<file path="src/hdl/websocket_frame_deframer_top_defines.svh">
// Assertion macros for the WebSocket frame deframer.
// No dependencies; included by the top level.
`ifndef WEBSOCKET_FRAME_DEFRAMER_TOP_DEFINES_SVH
`define WEBSOCKET_FRAME_DEFRAMER_TOP_DEFINES_SVH

// Same-cycle implication, checked out of reset
`define WSFD_ASSERT_IMPL(label, clk, rst_n, ante, cons) \
    label: assert property (@(posedge clk) disable iff (!rst_n) (ante) |-> (cons)) \
        else $error("deframer check failed");

// Next-cycle implication, checked out of reset
`define WSFD_ASSERT_NEXT(label, clk, rst_n, ante, cons) \
    label: assert property (@(posedge clk) disable iff (!rst_n) (ante) |=> (cons)) \
        else $error("deframer check failed");

`endif

</file>
<file path="src/hdl/wsfd_pkg.sv">
// Shared types, constants and helpers for the WebSocket frame deframer.
// No dependencies.
package wsfd_pkg;

    // Header bit masks and markers
    localparam logic [7:0] FIN_MASK    = 8'h80;
    localparam logic [7:0] OPCODE_MASK = 8'h0F;
    localparam logic [7:0] LEN_MASK    = 8'h7F;
    localparam logic [6:0] LEN_EXT16   = 7'd126;

    // Opcodes
    localparam logic [3:0] OP_TEXT   = 4'h1;
    localparam logic [3:0] OP_BINARY = 4'h2;
    localparam logic [3:0] OP_CLOSE  = 4'h8;
    localparam logic [3:0] OP_PING   = 4'h9;
    localparam logic [3:0] OP_PONG   = 4'hA;

    localparam logic [15:0] CAP_RESET = 16'd16384;

    // Parser phase, one-hot
    typedef enum logic [5:0] {
        PH_OPCODE  = 6'b000001,
        PH_LEN     = 6'b000010,
        PH_LEN_HI  = 6'b000100,
        PH_LEN_LO  = 6'b001000,
        PH_PAYLOAD = 6'b010000,
        PH_HALT    = 6'b100000
    } t_phase;

    // Reported frame kind
    typedef enum logic [2:0] {
        KIND_TEXT    = 3'd0,
        KIND_BINARY  = 3'd1,
        KIND_CLOSE   = 3'd2,
        KIND_PING    = 3'd3,
        KIND_PONG    = 3'd4,
        KIND_UNKNOWN = 3'd5,
        KIND_LENERR  = 3'd6
    } t_kind;

    // One result item
    typedef struct packed {
        t_kind       frame_kind;
        logic [3:0]  raw_opcode;
        logic [7:0]  payload_byte;
        logic        has_byte;
        logic        frame_end;
        logic        fin_flag;
        logic        truncated;
        logic        reconnect_request;
        logic        pong_request;
        logic [31:0] audio_byte_total;
    } t_result;

    function automatic t_kind kind_of(input logic [3:0] op);
        t_kind k;
        case (op)
            OP_TEXT:   k = KIND_TEXT;
            OP_BINARY: k = KIND_BINARY;
            OP_CLOSE:  k = KIND_CLOSE;
            OP_PING:   k = KIND_PING;
            OP_PONG:   k = KIND_PONG;
            default:   k = KIND_UNKNOWN;
        endcase
        return k;
    endfunction

endpackage

</file>
<file path="src/hdl/wsfd_parser.sv">
// Byte-wise frame header parser and payload forwarding decision.
// Depends on wsfd_pkg.
module wsfd_parser import wsfd_pkg::*; (
    input  logic        i_clk,
    input  logic        i_rst_n,
    input  logic        i_accept,
    input  logic [7:0]  i_byte,
    input  logic [15:0] i_cap,
    output logic        o_res_valid,
    output t_result     o_res
);

    t_phase      r_phase,  n_phase;
    logic [3:0]  r_opcode, n_opcode;
    logic        r_fin,    n_fin;
    logic [15:0] r_len,    n_len;
    logic [15:0] r_seen,   n_seen;
    logic [31:0] r_audio,  n_audio;

    t_kind       cur_kind;
    logic        is_data;
    logic        over;
    logic        fwd;
    logic        last;
    logic [15:0] seen_inc;
    logic [15:0] hdr_len;
    logic [6:0]  len7;
    logic        emit;
    t_result     res;

    assign cur_kind = kind_of(r_opcode);
    assign is_data  = (cur_kind == KIND_TEXT) || (cur_kind == KIND_BINARY);
    assign over     = is_data && (r_len > i_cap);
    assign fwd      = ((cur_kind == KIND_TEXT) && (r_seen < i_cap)) ||
                      ((cur_kind == KIND_BINARY) && !over);
    assign seen_inc = r_seen + 16'd1;
    assign last     = (seen_inc >= r_len);
    assign len7     = 7'(i_byte & LEN_MASK);

    // Next state and result for the byte on the input
    always_comb begin
        n_phase  = r_phase;
        n_opcode = r_opcode;
        n_fin    = r_fin;
        n_len    = r_len;
        n_seen   = r_seen;
        n_audio  = r_audio;
        emit     = 1'b0;
        hdr_len  = 16'd0;
        res      = '0;
        res.frame_kind = cur_kind;

        case (r_phase)
            PH_OPCODE: begin
                n_fin    = |(i_byte & FIN_MASK);
                n_opcode = 4'(i_byte & OPCODE_MASK);
                n_phase  = PH_LEN;
            end
            PH_LEN: begin
                if (len7 < LEN_EXT16) begin
                    hdr_len = {9'd0, len7};
                    n_len   = hdr_len;
                    n_seen  = 16'd0;
                    if (hdr_len == 16'd0) begin
                        n_phase       = PH_OPCODE;
                        emit          = 1'b1;
                        res.frame_end = 1'b1;
                    end else begin
                        n_phase = PH_PAYLOAD;
                    end
                end else if (len7 == LEN_EXT16) begin
                    n_len   = 16'd0;
                    n_phase = PH_LEN_HI;
                end else begin
                    // 64-bit length: report and stop
                    n_phase        = PH_HALT;
                    emit           = 1'b1;
                    res.frame_kind = KIND_LENERR;
                    res.frame_end  = 1'b1;
                end
            end
            PH_LEN_HI: begin
                n_len   = {i_byte, 8'h00};
                n_phase = PH_LEN_LO;
            end
            PH_LEN_LO: begin
                hdr_len = r_len | {8'h00, i_byte};
                n_len   = hdr_len;
                n_seen  = 16'd0;
                if (hdr_len == 16'd0) begin
                    n_phase       = PH_OPCODE;
                    emit          = 1'b1;
                    res.frame_end = 1'b1;
                end else begin
                    n_phase = PH_PAYLOAD;
                end
            end
            PH_PAYLOAD: begin
                n_seen = seen_inc;
                if (fwd && (cur_kind == KIND_BINARY)) begin
                    n_audio = r_audio + 32'd1;
                end
                res.has_byte     = fwd;
                res.payload_byte = fwd ? i_byte : 8'h00;
                res.truncated    = over;
                if (last) begin
                    n_phase       = PH_OPCODE;
                    emit          = 1'b1;
                    res.frame_end = 1'b1;
                end else begin
                    emit = fwd;
                end
            end
            PH_HALT: begin
                // ignore everything until reset
            end
            default: begin
                n_phase = PH_OPCODE;
            end
        endcase

        // Fields common to every result
        res.raw_opcode        = n_opcode;
        res.fin_flag          = n_fin;
        res.audio_byte_total  = n_audio;
        res.reconnect_request = (res.frame_end && (res.frame_kind == KIND_CLOSE)) ||
                                (res.frame_kind == KIND_LENERR);
        res.pong_request      = res.frame_end && (res.frame_kind == KIND_PING);
    end

    assign o_res_valid = i_accept && emit;
    assign o_res       = res;

    // Parser state
    always_ff @(posedge i_clk) begin
        if (!i_rst_n) begin
            r_phase  <= PH_OPCODE;
            r_opcode <= 4'd0;
            r_fin    <= 1'b0;
            r_len    <= 16'd0;
            r_seen   <= 16'd0;
            r_audio  <= 32'd0;
        end else if (i_accept) begin
            r_phase  <= n_phase;
            r_opcode <= n_opcode;
            r_fin    <= n_fin;
            r_len    <= n_len;
            r_seen   <= n_seen;
            r_audio  <= n_audio;
        end
    end

endmodule

</file>
<file path="src/hdl/wsfd_outbuf.sv">
// Result register with one skid entry; keeps the input side moving under output stall.
// Depends on wsfd_pkg.
module wsfd_outbuf import wsfd_pkg::*; (
    input  logic    i_clk,
    input  logic    i_rst_n,
    input  logic    i_res_valid,
    input  t_result i_res,
    output logic    o_full,
    output logic    o_valid,
    input  logic    i_stall,
    output t_result o_res
);

    logic    r_out_valid;
    logic    r_skid_valid;
    t_result r_out;
    t_result r_skid;
    logic    take;

    assign take    = r_out_valid && !i_stall;
    assign o_valid = r_out_valid;
    assign o_res   = r_out;
    assign o_full  = r_skid_valid;

    // Control: skid drains first; new results never arrive while skid is full
    always_ff @(posedge i_clk) begin
        if (!i_rst_n) begin
            r_out_valid  <= 1'b0;
            r_skid_valid <= 1'b0;
        end else if (r_skid_valid) begin
            if (take || !r_out_valid) begin
                r_out_valid  <= 1'b1;
                r_skid_valid <= 1'b0;
            end
        end else if (i_res_valid) begin
            if (r_out_valid && !take) begin
                r_skid_valid <= 1'b1;
            end else begin
                r_out_valid <= 1'b1;
            end
        end else if (take) begin
            r_out_valid <= 1'b0;
        end
    end

    // Payload
    always_ff @(posedge i_clk) begin
        if (r_skid_valid) begin
            if (take || !r_out_valid) begin
                r_out <= r_skid;
            end
        end else if (i_res_valid) begin
            if (r_out_valid && !take) begin
                r_skid <= i_res;
            end else begin
                r_out <= i_res;
            end
        end
    end

endmodule

</file>
<file path="src/hdl/websocket_frame_deframer_top.sv">
// WebSocket frame deframer, top level. Depends on wsfd_pkg, wsfd_parser, wsfd_outbuf.
// Each result is registered in wsfd_outbuf, in the output register or the skid entry.
// Throughput: one byte per cycle while o_stall is low; the parser state updates once per accepted byte.
// Input stall rises only when the skid entry holds a result behind a stalled output.
// Reset (synchronous, active low) returns the parser to the opcode byte, clears
// counters and buffers, and sets payload_cap to 16384.
`include "websocket_frame_deframer_top_defines.svh"

module websocket_frame_deframer_top import wsfd_pkg::*; (
    input  logic        i_clk,
    input  logic        i_rst_n,
    // byte input
    input  logic        i_valid,
    output logic        o_stall,
    input  logic [7:0]  i_stream_byte,
    // configuration write
    input  logic        i_cfg_valid,
    output logic        o_cfg_ready,
    input  logic [15:0] i_cfg_payload_cap,
    // result output
    output logic        o_valid,
    input  logic        i_stall,
    output logic [2:0]  o_frame_kind,
    output logic [3:0]  o_raw_opcode,
    output logic [7:0]  o_payload_byte,
    output logic        o_has_byte,
    output logic        o_frame_end,
    output logic        o_fin_flag,
    output logic        o_truncated,
    output logic        o_reconnect_request,
    output logic        o_pong_request,
    output logic [31:0] o_audio_byte_total
);

    logic [15:0] r_payload_cap;
    logic        accept;
    logic        buf_full;
    logic        res_valid;
    t_result     res;
    t_result     out_res;

    // Configuration register
    assign o_cfg_ready = 1'b1;

    always_ff @(posedge i_clk) begin
        if (!i_rst_n) begin
            r_payload_cap <= CAP_RESET;
        end else if (i_cfg_valid && o_cfg_ready) begin
            r_payload_cap <= i_cfg_payload_cap;
        end
    end

    // Input transfer
    assign o_stall = buf_full;
    assign accept  = i_valid && !buf_full;

    wsfd_parser u_parser (
        .i_clk       (i_clk),
        .i_rst_n     (i_rst_n),
        .i_accept    (accept),
        .i_byte      (i_stream_byte),
        .i_cap       (r_payload_cap),
        .o_res_valid (res_valid),
        .o_res       (res)
    );

    wsfd_outbuf u_outbuf (
        .i_clk       (i_clk),
        .i_rst_n     (i_rst_n),
        .i_res_valid (res_valid),
        .i_res       (res),
        .o_full      (buf_full),
        .o_valid     (o_valid),
        .i_stall     (i_stall),
        .o_res       (out_res)
    );

    // Result fields
    assign o_frame_kind        = out_res.frame_kind;
    assign o_raw_opcode        = out_res.raw_opcode;
    assign o_payload_byte      = out_res.payload_byte;
    assign o_has_byte          = out_res.has_byte;
    assign o_frame_end         = out_res.frame_end;
    assign o_fin_flag          = out_res.fin_flag;
    assign o_truncated         = out_res.truncated;
    assign o_reconnect_request = out_res.reconnect_request;
    assign o_pong_request      = out_res.pong_request;
    assign o_audio_byte_total  = out_res.audio_byte_total;

    // Checks
    `WSFD_ASSERT_IMPL(a_skid_behind_out, i_clk, i_rst_n, buf_full, o_valid)
    `WSFD_ASSERT_IMPL(a_reconnect_ends, i_clk, i_rst_n, o_valid && o_reconnect_request, o_frame_end)
    `WSFD_ASSERT_IMPL(a_trunc_data_only, i_clk, i_rst_n, o_valid && o_truncated, (o_frame_kind == KIND_TEXT) || (o_frame_kind == KIND_BINARY))
    `WSFD_ASSERT_NEXT(a_stall_no_accept, i_clk, i_rst_n, buf_full && i_stall, buf_full)

endmodule
</file>
<file path="config.mk">
export PLATFORM = sky130hd
export DESIGN_NAME = websocket_frame_deframer_top
export DESIGN_NICKNAME = d
export VERILOG_FILES = /design/src/hdl/wsfd_pkg.sv /design/src/hdl/wsfd_parser.sv /design/src/hdl/wsfd_outbuf.sv /design/src/hdl/websocket_frame_deframer_top.sv
export VERILOG_INCLUDE_DIRS = /design/src /design/src/hdl
export SDC_FILE = /design/constraint.sdc
export NUM_CORES = 1
export LEC_CHECK = 0
export ABC_AREA = 1
export BUFFER_PORTS_ARGS = -buffer_cell sky130_fd_sc_hd__buf_4
export CELL_PAD_IN_SITES_DETAIL_PLACEMENT = 1
export CELL_PAD_IN_SITES_GLOBAL_PLACEMENT = 1
export CORE_MARGIN = 5
export CORE_UTILIZATION = 49
export CTS_CLUSTER_DIAMETER = 50
export DETAILED_ROUTE_END_ITERATION = 8
export PLACE_DENSITY_LB_ADDON = 0.1
export SYNTH_ARGS = -nofsm -noshare
export SYNTH_HDL_FRONTEND = slang
export SYNTH_SLANG_ARGS = --single-unit
</file>
<file path="constraint.sdc">
create_clock -name i_clk -period 12.8 [get_ports i_clk]
set_input_delay 2.56 -clock i_clk [delete_from_list [all_inputs] [get_ports i_clk]]
set_output_delay 2.56 -clock i_clk [all_outputs]
set_load 0.02 [all_outputs]
</file>
Word-level counts from Yosys, hierarchy flattened --
Index checks and enable logic that the tools add are counted. Widths: inputs -> output; s select.
Cells by class: add/sub/neg operators 2, magnitude comparators 4, equal/unequal tests 22, muxes and demuxes 43, bitwise gates (word level) 3, reduce and logical (&&, ||, !) cells 32
Operators with widths (count):
- $mux 53 | 4
- $pmux 16 s3 | 2
- $mux 32 | 2
- $mux 16 | 3
- $pmux 6 s6 | 1
- $add 32x1->32 const B | 1
- $mux 6 | 3
- $reduce_and 3->1 | 6
- $mux 1 | 17
- $add 16x1->16 const B | 1
- $ge 16x16->1 | 1
- $gt 16x16->1 | 1
- $logic_not 16->1 | 1
- $lt 16x16->1 | 1
- $or 16x8->16 | 1
- $pmux 3 s5 | 1
- $eq 4x4->1 const B | 3
- $logic_and 1x1->1 | 10
- $mux 5 | 2
- $mux 3 | 3
- $mux 9 | 1
- $reduce_bool 3->1 | 3
- $mux 8 | 1
- $eq 7x7->1 const B | 1
- 24 further kinds | 36
Storage, ports and cells: register bits 199, output and inout bits 56, logic and storage cells 135

Logic depth before layout (Yosys ltp) --
word-level depth 14, depth in mapped cells 23

Modules after synthesis --
From an unflattened synthesis, not the netlist that was laid out.
Unflattened totals: cells, all modules 1521, area total of the unflattened synthesis 11228.3 sq um
Modules (own cells, without submodules):
- wsfd_parser | instances 1, cells each 1130, area each 6533.8 sq um, seq. area each 1501.4 sq um
- wsfd_outbuf | instances 1, cells each 287, area each 4003.8 sq um, seq. area each 3223.1 sq um
- websocket_frame_deframer_top | instances 1, cells each 104, area each 690.7 sq um, seq. area each 320.3 sq um

Worst setup path before layout --
OpenSTA, ideal clock, no wires.
path kind in2reg, start point input i_stream_byte[4], end point register u_outbuf.r_out, in the netlist u_outbuf.o_res[0], enable pin, setup time 0.465 ns, data arrival time 5.816 ns, slack 6.519 ns, stages 14, buffers on the path 0, cells stage by stage inv_2 > nor3_1 > nand3_1 > nor2_4 > nand2_4 > inv_2 > nor2_2 > nand2_4 > inv_2 > nand2_1 > nand2_1 > nand2_1 > inv_2 > nor2_1
On the way: longest elaborated chain between the ends 7
RTL lines:
- from (decl) | RTL line websocket_frame_deframer_top.sv:15 | input logic [7:0] i_stream_byte,
- parallel branches: the longest is 3 deep, another holds $lt 7x7->1
- $pmux 1 s3 * | RTL line wsfd_parser.sv:53 | case (r_phase)
- $logic_and 1x1->1 * | RTL line wsfd_parser.sv:131 | assign o_res_valid = i_accept && emit;
- $reduce_bool 2->1 (no line) *
- $reduce_and 3->1 (no line) *
- to (signal assigned) | RTL line wsfd_outbuf.sv:50 | r_out <= r_skid;
- to (signal assigned) | RTL line wsfd_outbuf.sv:56 | r_out <= i_res;
- to (decl) | RTL line wsfd_outbuf.sv:16 | t_result r_out;
Mark *: on every way between the ends. A chain may end at the register's enable or synchronous reset.

Worst setup path after layout --
start point input i_stream_byte[1], end point register u_outbuf.r_out, in the netlist u_outbuf.o_res[24], enable pin
Same word-level chain as after synthesis.

==> summary.txt <==
Run status
  • Status: complete, no violations

Route
  • Antenna Nets Post-Route: 0
  • DRC marker count from the first detailed-route iteration: 492
  • Vias: 9532
  • Drt wl/cell: 17.6 um
  • DRT Pass-1 Iters: 5
  • Via density: 5.47
  • DR DRC count: 0
  • Final WL: 30600 um

Synth
  • EDFF count, synth: 106
  • Synth Area in XOR/XNOR: under 10%
  • Synthesized cell area: between 10000 and 15000 um2
  • Synth Instances: roughly 1.4k
  • Compound-Gate Fraction of Synth Area: between 10% and 20%
  • Synth top area share: 28.6%
  • Mapped Nets: 1475
  • Largest family of logic cells by synthesized area: simple AND/OR/NAND/NOR gates
  • Mux share of post-synthesis cell area: 0.101%
  • Seq/Total Area, Yosys: between 40% and 50%
  • YS warnings: 0
  • Netlist cell types: 45
  • Synth Area per Inst: 7.98 um2
  • Post-synth ARST share: 0%
  • Simple logic cell fraction of the synthesized area: 26.6%
  • Top post-synthesis cells by area: edfxtp_1 (29%), dfxtp_1 (17%), nand2_1 (14%)
  • Cell taking the most area after synthesis: edfxtp_1
  • Register bit total from synthesis: 199
  • Post-synthesis adder-cell area fraction: 5.50%
  • Synth Flop Type: edfxtp_1

Worst hold path
  • Worst Hold Launch: u_parser.r_seen[9]$_SDFFE_PN0P_
  • Worst hold path class: flip-flop to flip-flop

Clock tree
  • CTS tree: done
  • H-tree levels: 4
  • Post-CTS Hold Fix Bufs: 0
  • Longest Clk Path Bufs: 2
  • Root Driver: clkbuf_16
  • CTS Buf Count: 17
  • Clk sinks: 199
  • Worst-skew pair later-pin latency: 0.45 ns
  • Post-cts resize count: 0
  • Worst-path clk slew: 0.08 ns
  • # Post-CTS Setup Buffers: 0

Timing
  • Skew final: 0.0161 ns
  • Final period util: a little over a third
  • Final Slew Violations: 0
  • Max-slew headroom: 21.0%
  • Minimum clock period: 4.52 ns
  • Setup WS post-layout: 8.28 ns
  • TNS Setup: 0 ns
  • Slew @ Worst Pin: 1.18 ns
  • RSZ-0062 raised after global routing: no
  • Final hold violations: 0
  • F_max: 0.221 GHz
  • Final setup fails: 0

Layout
  • Fillers: 2744
  • Most frequent cells in the layout: nand2_1 (403), inv_1 (139), edfxtp_1 (106)
  • Layout area overhead: 12.2%
  • Diode count: 0
  • Share of post-route cells with drive strength above 1: around 15%
  • Nets: around 1.5k
  • Commonest non-fill, non-tap cell in the layout: nand2_1
  • Finished Cell Area: 12500 um2
  • Non-filler cells, final: between 1.5k and 2k

Place
  • PortBufs: a little over 80
  • Place WS: 7.83 ns
  • Placed Instances: 1712
  • Dpl cell area: 11900 um2
  • Global placement routability congestion: approximately 0.89
  • DP Wirelength: 21600 um

Global route
  • Vias in the first global route: 9869
  • Initial antenna violation count: 0
  • Gr ovfl total: 0
  • Total GRT Usage: 24.1%
  • Pin count of the biggest net entering global routing: 78
  • Global-route wire length before repair: 51000 um

Critical path
  • Critical path, cell by cell: buf_4, inv_2, nor3_1, nand3_1, nor2_4, nand2_4, inv_2, nor2_2, nand2_4, inv_2, nand2_1, nand2_1, nand2_1, inv_2, nor2_4, buf_4
  • Critical Path RT: 12.88 ns
  • CP startpoint kind: input pin
  • Critical Path AT: approximately 4.6 ns
  • Crit. Startpoint: i_stream_byte[1]
  • Worst setup EP type: flip-flop
  • Crit-path max FO: 53
  • CP peak stage delay: ~0.57 ns
  • Critical Setup Path Class: input pin to flip-flop
  • Most common cell on crit path: inv_2
  • CP max-delay cell: buf_4
  • Reg-to-Reg Start: u_parser.r_len[3]$_SDFFE_PN0P_

Floorplan
  • Die Wd: approximately 160 um
  • Die Y: between 150 and 200 um
  • DIE AREA: 25900 um2
  • Num rows: 55
  • Initial Utilization: between 40% and 50%
  • Core area: 22500 um2
  • Top-Level Pins: 85

Job
  • Max-Cap Viols: 0

Power
  • Peak supply drop: 86.0 uV
  • PwrDens: 111 nW/um2
  • Design Power: 1390 uW
  • Leak: 0.00563 uW
[layer usage]
layer / vias up / global-route usage [%] / share of wire [%]
met5: - / 0 / 0
met4: 0 / 5.89 / 1.6
met3: 28 / 3.08 / 3.9
met2: 197 / 39.6 / 46
met1: 4626 / 34.0 / 49
li1: 4681 / - / -
[metrics by stage]
step	util [%]	hold slack (ns)
final	55.6	0.500
after global routing	55.6	0.514
after CTS	55.6	0.505
after detailed placement	52.9	0.493
after global placement	52.9	0.482
after floorplan	-	0.456
[report_power, final]
| part | switching, uW | internal (uW) |
|---|---|---|
| logic | 90.4 | 47.1 |
| registers | 17.7 | 685 |
| clock network | 283 | 265 |
| total | 392 | 998 |
[final timing paths]
path,slack [ns],to,cells after the start
hold reg to reg,0.50,u_parser.r_seen[9]$_SDFFE_PN0P_,2
hold / removal,0.50,u_parser.r_seen[9]$_SDFFE_PN0P_,2
setup reg to reg,8.35,u_outbuf.o_res[24]$_DFFE_PP_,20
setup / recovery,8.28,u_outbuf.o_res[24]$_DFFE_PP_,16
[state kept, by name, indices dropped and copies added, names as in the netlist, 4 cells and up]
| signal | count |
|---|---|
| r_payload_cap | 16 |
| u_outbuf.o_res | 53 |
| u_outbuf.r_skid | 53 |
| u_parser.r_audio | 32 |
| u_parser.r_len | 16 |
| u_parser.r_opcode | 4 |
| u_parser.r_phase | 6 |
| u_parser.r_seen | 16 |
[layout make-up]
class	instances	area, um2	area share (%)
Clock inverter	15	174	1.39
Timing Repair Buffer	90	676	5.40
Inverter	160	601	4.80
Tap cell	285	357	2.85
Clock buffer	17	425	3.40
Sequential cell	199	5040	40.3
Multi-Input combinational cell	978	5230	41.8
[critical path: cells and delay by family]
kind	cells	cell delay, ns
AND/OR/NAND/NOR	10	1.03
buffers and inverters	6	0.95
[cells by family (layout without fill, tap and decap cells)]
kind of cell,count (synthesis),count (layout)
AND/OR/NAND/NOR,666,666
AO/OA/AOI/OAI,221,221
buffers and inverters,220,282
flip-flops,199,199
adder cells (fa/ha/maj),49,49
XOR/XNOR,40,40
other,1,1
multiplexers,1,1
[synth_stat cells, types with 7 or more instances]
library cell	n
nand4_1	16
nor2_4	8
buf_2	14
nor3_1	19
ha_1	49
inv_2	20
o21ai_0	68
nor2_2	19
edfxtp_1	106
xor2_1	33
a31oi_1	27
inv_1	139
o21bai_1	18
buf_4	8
nand2_2	15
dfxtp_1	93
o32ai_1	7
nor3_2	7
nor2_1	97
nand3_1	62
a21oi_1	86
clkbuf_1	32
nand2_1	403
(Power assumes the default switching activity.)
